===== src/rtl/gsrc_pkg.sv =====
// Package: frame state record, result record, codes and the CRC-8 byte update.
`timescale 1ns / 1ps

package gsrc_pkg;

   localparam logic [7:0]  CRC_POLY    = 8'h31;
   localparam logic [7:0]  CRC_INIT    = 8'hFF;
   localparam logic [7:0]  CRC_MSB     = 8'h80;
   localparam logic [15:0] SELFTEST_OK = 16'hD400;

   localparam logic KIND_MEASUREMENT = 1'b0;
   localparam logic KIND_SELFTEST    = 1'b1;

   // Frame positions: data high, data low, check byte of group one, then group two
   localparam logic [2:0] POS_G1_HIGH  = 3'd0;
   localparam logic [2:0] POS_G1_LOW   = 3'd1;
   localparam logic [2:0] POS_G1_CHECK = 3'd2;
   localparam logic [2:0] POS_G2_HIGH  = 3'd3;
   localparam logic [2:0] POS_G2_LOW   = 3'd4;
   localparam logic [2:0] POS_G2_CHECK = 3'd5;

   typedef enum logic [1:0] {
      STATUS_OK           = 2'd0,
      STATUS_CRC_MISMATCH = 2'd1,
      STATUS_SELFTEST_BAD = 2'd2
   } status_type;

   typedef struct packed {
      logic [2:0]  byte_position;
      logic [7:0]  running_crc;
      logic        crc_failed;
      logic [7:0]  high_byte_latch;
      logic [7:0]  low_byte_latch;
      logic [15:0] first_word_store;
   } frame_state_type;

   typedef struct packed {
      logic [15:0] first_word;
      logic [15:0] second_word;
      status_type  status;
   } result_type;

   localparam frame_state_type STATE_RESET = '{
      byte_position:    3'd0,
      running_crc:      CRC_INIT,
      crc_failed:       1'b0,
      high_byte_latch:  8'd0,
      low_byte_latch:   8'd0,
      first_word_store: 16'd0
   };

   // Fold one byte into the CRC, MSB first
   function automatic logic [7:0] crc_byte(input logic [7:0] crc, input logic [7:0] data);
      logic [7:0] c;
      c = crc ^ data;
      for (int i = 0; i < 8; i++) begin
         if ((c & CRC_MSB) != 8'd0) begin
            c = {c[6:0], 1'b0} ^ CRC_POLY;
         end else begin
            c = {c[6:0], 1'b0};
         end
      end
      return c;
   endfunction

endpackage


===== src/rtl/gsrc_frame_step.sv =====
// Per-byte update of the frame state: CRC, word assembly and result decision.
`timescale 1ns / 1ps

module gsrc_frame_step (
   input  gsrc_pkg::frame_state_type cur_state,
   input  logic [7:0]                rx_byte,
   input  logic                      frame_start,
   input  logic                      response_kind,
   output gsrc_pkg::frame_state_type next_state,
   output logic                      res_valid,
   output gsrc_pkg::result_type      result
);
   import gsrc_pkg::*;

   logic [2:0]  pos;
   logic        failed;
   logic [15:0] word;

   // Restart on frame start or an out-of-range position
   always_comb begin
      pos = frame_start ? POS_G1_HIGH : cur_state.byte_position;
      if (pos > POS_G2_CHECK) begin
         pos = POS_G1_HIGH;
      end
      failed = (pos == POS_G1_HIGH) ? 1'b0 : cur_state.crc_failed;
   end

   assign word = {cur_state.high_byte_latch, cur_state.low_byte_latch};

   // Advance the state and decide whether the frame ends here
   always_comb begin
      next_state            = cur_state;
      next_state.crc_failed = failed;
      res_valid             = 1'b0;
      result.first_word     = cur_state.first_word_store;
      result.second_word    = 16'd0;
      result.status         = STATUS_OK;
      case (pos)
         POS_G1_HIGH, POS_G2_HIGH: begin
            next_state.running_crc     = crc_byte(CRC_INIT, rx_byte);
            next_state.high_byte_latch = rx_byte;
            next_state.byte_position   = pos + 3'd1;
         end
         POS_G1_LOW, POS_G2_LOW: begin
            next_state.running_crc    = crc_byte(cur_state.running_crc, rx_byte);
            next_state.low_byte_latch = rx_byte;
            next_state.byte_position  = pos + 3'd1;
         end
         default: begin
            // Check byte
            if (cur_state.running_crc != rx_byte) begin
               next_state.crc_failed = 1'b1;
            end
            if (pos == POS_G1_CHECK) begin
               next_state.first_word_store = word;
            end
            if (pos == POS_G1_CHECK && response_kind == KIND_MEASUREMENT) begin
               next_state.byte_position = POS_G2_HIGH;
            end else begin
               res_valid                = 1'b1;
               next_state.byte_position = POS_G1_HIGH;
               result.first_word        = next_state.first_word_store;
               if (pos == POS_G2_CHECK && response_kind == KIND_MEASUREMENT) begin
                  result.second_word = word;
               end
               if (next_state.crc_failed) begin
                  result.status = STATUS_CRC_MISMATCH;
               end else if (response_kind == KIND_SELFTEST &&
                            next_state.first_word_store != SELFTEST_OK) begin
                  result.status = STATUS_SELFTEST_BAD;
               end
            end
         end
      endcase
   end

endmodule


===== config.mk =====
export PLATFORM = sky130hd
export DESIGN_NAME = gsrc_frame_step
export DESIGN_NICKNAME = d
export VERILOG_FILES = /design/src/rtl/gsrc_pkg.sv /design/src/rtl/gsrc_frame_step.sv
export SDC_FILE = /design/constraint.sdc
export NUM_CORES = 1
export LEC_CHECK = 0
export BUFFER_PORTS_ARGS = -buffer_cell sky130_fd_sc_hd__buf_2
export CORE_MARGIN = 1
export CORE_UTILIZATION = 30
export DETAILED_ROUTE_END_ITERATION = 10
export PLACE_DENSITY = 0.73
export SLEW_MARGIN = 20
export SYNTH_ARGS = -nofsm -noshare
export SYNTH_HDL_FRONTEND = slang
export SYNTH_SLANG_ARGS = --single-unit

===== constraint.sdc =====
create_clock -name vclk -period 2.8
set_input_delay 0.14 -clock vclk [all_inputs]
set_output_delay 0.14 -clock vclk [all_outputs]
set_load 0.01 [all_outputs]

==> metrics.txt, run 1 <==
status completed; FILL cells 585; number of resized instances in the post-cts repair step 0; count of sequential standard cells 0; final-layout clock buffer total 0; total area of multi-input combinational cells 1540 um2; mapped cell area 1650 um2; Required @ worst endpoint 2.66 ns; die outline height 76.2 um; count of nets after finishing 409; DP HPWL 5070 um; Synth Net Count 285; power density cells 202 nW/um2; smallest hold slack 0.602 ns; instance area at placement 2340 um2; count of maximum capacitance violations 0; final hold violation count 0; residual DRC count 0; time the worst path needs with I/O delays and setup 2.51 ns; number of rows in the core area 26; data arrival time at the worst-slack endpoint 2.37 ns; path type of the worst min-delay path primary input to primary output; Detailed Routing Iterations Pass 1 4; DRC violation total after the first TritonRoute iteration 70; category of the worst setup path launch point primary input; initial core utilization 0.317; slew at the pin closest to its max-slew limit 0.579 ns; aggregate global-route resource usage 0.208; number of failing setup endpoints in the final timing report 0; slew margin rel. 0.614; via count of the first global-routing pass 2029; finished layout cell area 2360 um2; Layout area overhead 43.2%; global placer's final weighted congestion 0.837; placeable core region 5200 um2; RSZ-0062 raised after global routing false; overall routed net length 6170 um; overall die width 76.2 um; maximum ir drop on the vdd rail 0.000120 V; peak fanout along the critical path 16; Avg Cell Area, Syn 7.27 um2; synthesized instance count 227; leakage component of the power 1.26 nW; drt via density 4.99; critical path class primary input to primary output; Diodes inserted 0; number of max-slew violations in the final report 0; most common cell after layout, fill and taps aside sky130_fd_sc_hd__buf_2; Final Cycle Share 0.897; post-route core utilization 0.454; total vias in the final route 2089; sequential cell area fraction in the yosys report 0; highest achievable clock rate 0.398 GHz; FF/Latch Area 0 um2; input/output buffers 133; critical path capture point type primary output; Detail Route Antenna Nets 0; total gr overflow 0; accumulated negative setup slack 0 ns; final routed wire length divided by cell count 14.7 um; fraction of final layout cells with drive strength greater than 1 0.504; number of unique standard cell types used by synthesis 42; antenna violations before repair 0; maximum number of pins on one net before global-route repair 17; Synthesis Warnings 0; most frequent cells in the layout 133 x sky130_fd_sc_hd__buf_2, 50 x sky130_fd_sc_hd__nand2_1, 31 x sky130_fd_sc_hd__mux2_2; number of placed I/O pins 133; floorplan die area 5800 um2; Hold Buf Count CTS 0; wire length of the first global-routing pass 10200 um
cells in the mapped netlist, types with 2 or more instances:
master,n,share of area
sky130_fd_sc_hd__nand2_1,50,0.11
sky130_fd_sc_hd__mux2_2,31,0.21
sky130_fd_sc_hd__xnor2_1,20,0.11
sky130_fd_sc_hd__and2_1,17,0.064
sky130_fd_sc_hd__nor2_1,12,0.027
sky130_fd_sc_hd__a21oi_1,9,0.027
sky130_fd_sc_hd__xor2_1,8,0.042
sky130_fd_sc_hd__buf_2,7,0.021
sky130_fd_sc_hd__nor3_1,6,0.018
sky130_fd_sc_hd__inv_1,5,0.011
sky130_fd_sc_hd__and3_1,4,0.015
sky130_fd_sc_hd__clkbuf_1,4,0.0091
sky130_fd_sc_hd__ha_1,4,0.030
sky130_fd_sc_hd__nand4_1,4,0.015
sky130_fd_sc_hd__nor4b_1,4,0.021
sky130_fd_sc_hd__a21o_1,3,0.014
sky130_fd_sc_hd__o32a_1,3,0.018
sky130_fd_sc_hd__xor3_1,3,0.043
sky130_fd_sc_hd__a221oi_1,2,0.011
sky130_fd_sc_hd__buf_6,2,0.014
sky130_fd_sc_hd__clkbuf_2,2,0.0061
sky130_fd_sc_hd__nand3_1,2,0.0061
sky130_fd_sc_hd__nor4_1,2,0.0076
sky130_fd_sc_hd__nor4bb_1,2,0.012
sky130_fd_sc_hd__o21a_1,2,0.0091
sky130_fd_sc_hd__o221ai_1,2,0.011
sky130_fd_sc_hd__or3b_1,2,0.011
layer usage:
metal / vias to the layer above / GRT usage / routed length, um
met5: - / 0 / 0
li1: 1039 / - / -
met2: 85 / 0.359 / 2900
met4: 0 / 0.0173 / 20
met3: 2 / 0.0240 / 333
met1: 963 / 0.287 / 2920
worst max-delay path, stage by stage:
cell and delay [ns]:
sky130_fd_sc_hd__buf_2 0.13, sky130_fd_sc_hd__a21oi_1 0.34, sky130_fd_sc_hd__and2_1 0.24, sky130_fd_sc_hd__inv_1 0.06, sky130_fd_sc_hd__ha_1 0.24, sky130_fd_sc_hd__nand2b_1 0.16
sky130_fd_sc_hd__nand2b_4 0.06, sky130_fd_sc_hd__a21o_4 0.24, sky130_fd_sc_hd__nor2_4 0.13, sky130_fd_sc_hd__buf_12 0.16, sky130_fd_sc_hd__mux2_2 0.34, sky130_fd_sc_hd__buf_2 0.15
cell families (layout without fill, tap and decap cells):
group / count (synthesis) / in the layout / share of synthesized area
AO/OA/AOI/OAI: 25 / 25 / 0.115
buffers and inverters: 21 / 143 / 0.0660
AND/OR/NAND/NOR: 113 / 113 / 0.365
multiplexers: 32 / 32 / 0.218
XOR/XNOR: 32 / 32 / 0.205
adder cells (fa/ha/maj): 4 / 4 / 0.0303
final timing paths:
kind                  slack, ns             end     startpoint  cells past startpoint
worst max-delay path       0.29      result[23]  cur_state[42]                     12
worst min-delay path       0.60  next_state[37]  cur_state[37]                      3
area by class of cell:
cell class,instances,area share
inverter,5,0.00794
timing repair buffer,138,0.303
tap,70,0.0371
multi-input combinational,206,0.652
power by group:
group / switching, mW / leakage [nW] / total [mW] / internal (mW)
logic: 0.252 / 1.26 / 0.477 / 0.225
clock network: 0 / 0 / 0 / 0
registers: 0 / 0 / 0 / 0
total: 0.252 / 1.26 / 0.477 / 0.225
through the flow:
stage | setup slack (ns) | power (mW) | instances
after floorplan | 0.668 | 0.300 | 227
after global placement | 0.240 | 0.470 | 418
after detailed placement | 0.163 | 0.475 | 418
after CTS | 0.138 | 0.478 | 418
after global routing | 0.134 | 0.521 | 419
final | 0.289 | 0.477 | 419
timing repair:
action / in CTS / in global routing
buffers inserted: 0 / 1
hold endpoints to repair: 0 / 0
setup endpoints to repair: 0 / 11
No activity file was read; power rests on OpenSTA's default activity.
==> run 2, diff against run 1 <==
--- a/config.mk
+++ b/config.mk
@@ -7,9 +7,9 @@
 export LEC_CHECK = 0
 export BUFFER_PORTS_ARGS = -buffer_cell sky130_fd_sc_hd__buf_2
 export CORE_MARGIN = 1
-export CORE_UTILIZATION = 30
+export CORE_UTILIZATION = 42
 export DETAILED_ROUTE_END_ITERATION = 10
-export PLACE_DENSITY = 0.73
+export PLACE_DENSITY = 0.94
 export SLEW_MARGIN = 20
 export SYNTH_ARGS = -nofsm -noshare
 export SYNTH_HDL_FRONTEND = slang
==> metrics.txt, run 2 (same netlist as run 1, synthesis figures left out) <==
slew margin rel. 0.658 (was 0.614); worst path buffer plus inverter count 4 (unchanged); smallest hold slack 0.612 ns (was 0.602 ns); data arrival time at the worst-slack endpoint 2.42 ns (was 2.37 ns); total vias in the final route 2170 (was 2089); wire length of the first global-routing pass 9480 um (was 10200 um); peak fanout along the critical path 16 (unchanged); residual DRC count 0 (unchanged); aggregate global-route resource usage 0.280 (was 0.208); part of the power in the clock network 0 (about the same); status completed (unchanged); slew at the pin closest to its max-slew limit 0.512 ns (was 0.579 ns); via count of the first global-routing pass 1987 (was 2029); Diodes inserted 0 (unchanged); global placer's final weighted congestion 0.837 (about the same); drt via density 5.47 (was 4.99); input/output buffers 133 (unchanged); Layout area overhead 41.5% (was 43.2%); floorplan die area 4180 um2 (was 5800 um2); final hold violation count 0 (unchanged); FILL cells 323 (was 585); portion of total power attributed to combinational logic 1.000 (about the same); time the worst path needs with I/O delays and setup 2.56 ns (was 2.51 ns); RSZ-0062 raised after global routing false (unchanged); cell family contributing the most delay on the critical path simple AND/OR/NAND/NOR gates (unchanged); critical path capture point type primary output (unchanged); Detailed Routing Iterations Pass 1 4 (unchanged); fraction of final layout cells with drive strength greater than 1 0.504 (unchanged); Detail Route Antenna Nets 0 (unchanged); highest achievable clock rate 0.391 GHz (was 0.398 GHz); path type of the worst min-delay path primary input to primary output (unchanged); FF/Latch Area 0 um2 (unchanged); number of max-slew violations in the final report 0 (unchanged); Slowest cell on crit path sky130_fd_sc_hd__a21oi_1 (unchanged); overall die width 64.7 um (was 76.2 um); count of sequential standard cells 0 (unchanged); most frequent cell on the critical path sky130_fd_sc_hd__buf_2 (unchanged); net switching power 257 uW (was 252 uW); leakage component of the power 1.26 nW (unchanged); placeable core region 3720 um2 (was 5200 um2); overall routed net length 6070 um (was 6170 um); Final Cycle Share 0.914 (was 0.897); initial core utilization 0.444 (was 0.317); number of placed I/O pins 133 (unchanged); power density cells 206 nW/um2 (was 202 nW/um2); count of nets after finishing 409 (unchanged); die outline height 64.7 um (was 76.2 um); DP HPWL 5060 um (was 5070 um); number of rows in the core area 22 (was 26); maximum ir drop on the vdd rail 0.000154 V (was 0.000120 V); maximum single-stage delay on the critical path 0.35 ns (was 0.34 ns); antenna violations before repair 0 (unchanged); cell-internal power 225 uW (about the same); most frequent cells in the layout 133 x sky130_fd_sc_hd__buf_2, 50 x sky130_fd_sc_hd__nand2_1, 31 x sky130_fd_sc_hd__mux2_2 (unchanged); critical-path cell list buf_2 > a21oi_1 > and2_1 > inv_1 > ha_1 > nand2b_1 > nand2b_4 > a21o_4 > nor2_4 > buf_12 > mux2_2 > buf_2 (unchanged); Required @ worst endpoint 2.66 ns (about the same); maximum number of pins on one net before global-route repair 17 (unchanged); final-layout clock buffer total 0 (unchanged); switching fraction of total power 0.533 (was 0.528); critical path class primary input to primary output (unchanged); DRC violation total after the first TritonRoute iteration 188 (was 70); most common cell after layout, fill and taps aside sky130_fd_sc_hd__buf_2 (unchanged); category of the worst setup path launch point primary input (unchanged); total gr overflow 0 (unchanged); count of maximum capacitance violations 0 (unchanged); accumulated negative setup slack 0 ns (unchanged); final routed wire length divided by cell count 15.3 um (was 14.7 um); sequential fraction of design power 0 (about the same); number of failing setup endpoints in the final timing report 0 (unchanged)
run 2: routing by layer:
layer | track usage | share of wire | vias to the layer above
li1 | - | - | 1036
met1 | 0.364 | 0.42 | 1023
met2 | 0.507 | 0.50 | 103
met3 | 0.0282 | 0.065 | 8
met4 | 0.0333 | 0.0091 | 0
met5 | 0 | 0 | -
run 2: per-stage QoR:
| step | instance area, um2 | utilization | power (mW) | std cells | worst slack [ns] |
|---|---|---|---|---|---|
| after floorplan | 1650 | - | 0.300 | 227 | 0.668 |
| after global placement | 2320 | 0.623 | 0.463 | 396 | 0.302 |
| after detailed placement | 2320 | 0.623 | 0.475 | 396 | 0.128 |
| after CTS | 2320 | 0.623 | 0.477 | 396 | 0.131 |
| after global routing | 2340 | 0.629 | 0.518 | 397 | 0.0953 |
| final | 2340 | 0.629 | 0.482 | 397 | 0.240 |
run 2: final cells by class:
class	count	area, um2	area share
timing repair buffer	138	716	0.306
multi-input combinational	206	1540	0.660
inverter	5	18.8	0.00803
tap	48	60.1	0.0257
run 2: path summary, 6_finish.rpt:
check     startpoint              to  slack (ns)  cells past startpoint
max    cur_state[42]      result[29]        0.24                     12
min    cur_state[37]  next_state[37]        0.61                      3
run 2: worst min-delay path, stage by stage:
cell and delay (ns):
sky130_fd_sc_hd__buf_2 0.09, sky130_fd_sc_hd__o21a_1 0.11, sky130_fd_sc_hd__buf_2 0.12
run 2: power by group through the flow:
stage / registers [mW] / logic (mW) / clock network [mW]
CTS: 0 / 0.477 / 0
finish: 0 / 0.482 / 0
floorplan: 0 / 0.300 / 0
detailed placement: 0 / 0.475 / 0
global route: 0 / 0.518 / 0
global placement: 0 / 0.463 / 0
run 2: repair_timing:
item,in CTS,in global routing
resized for setup,0,0
buffers inserted,0,1
setup endpoints to repair,0,16
hold buffers,0,0
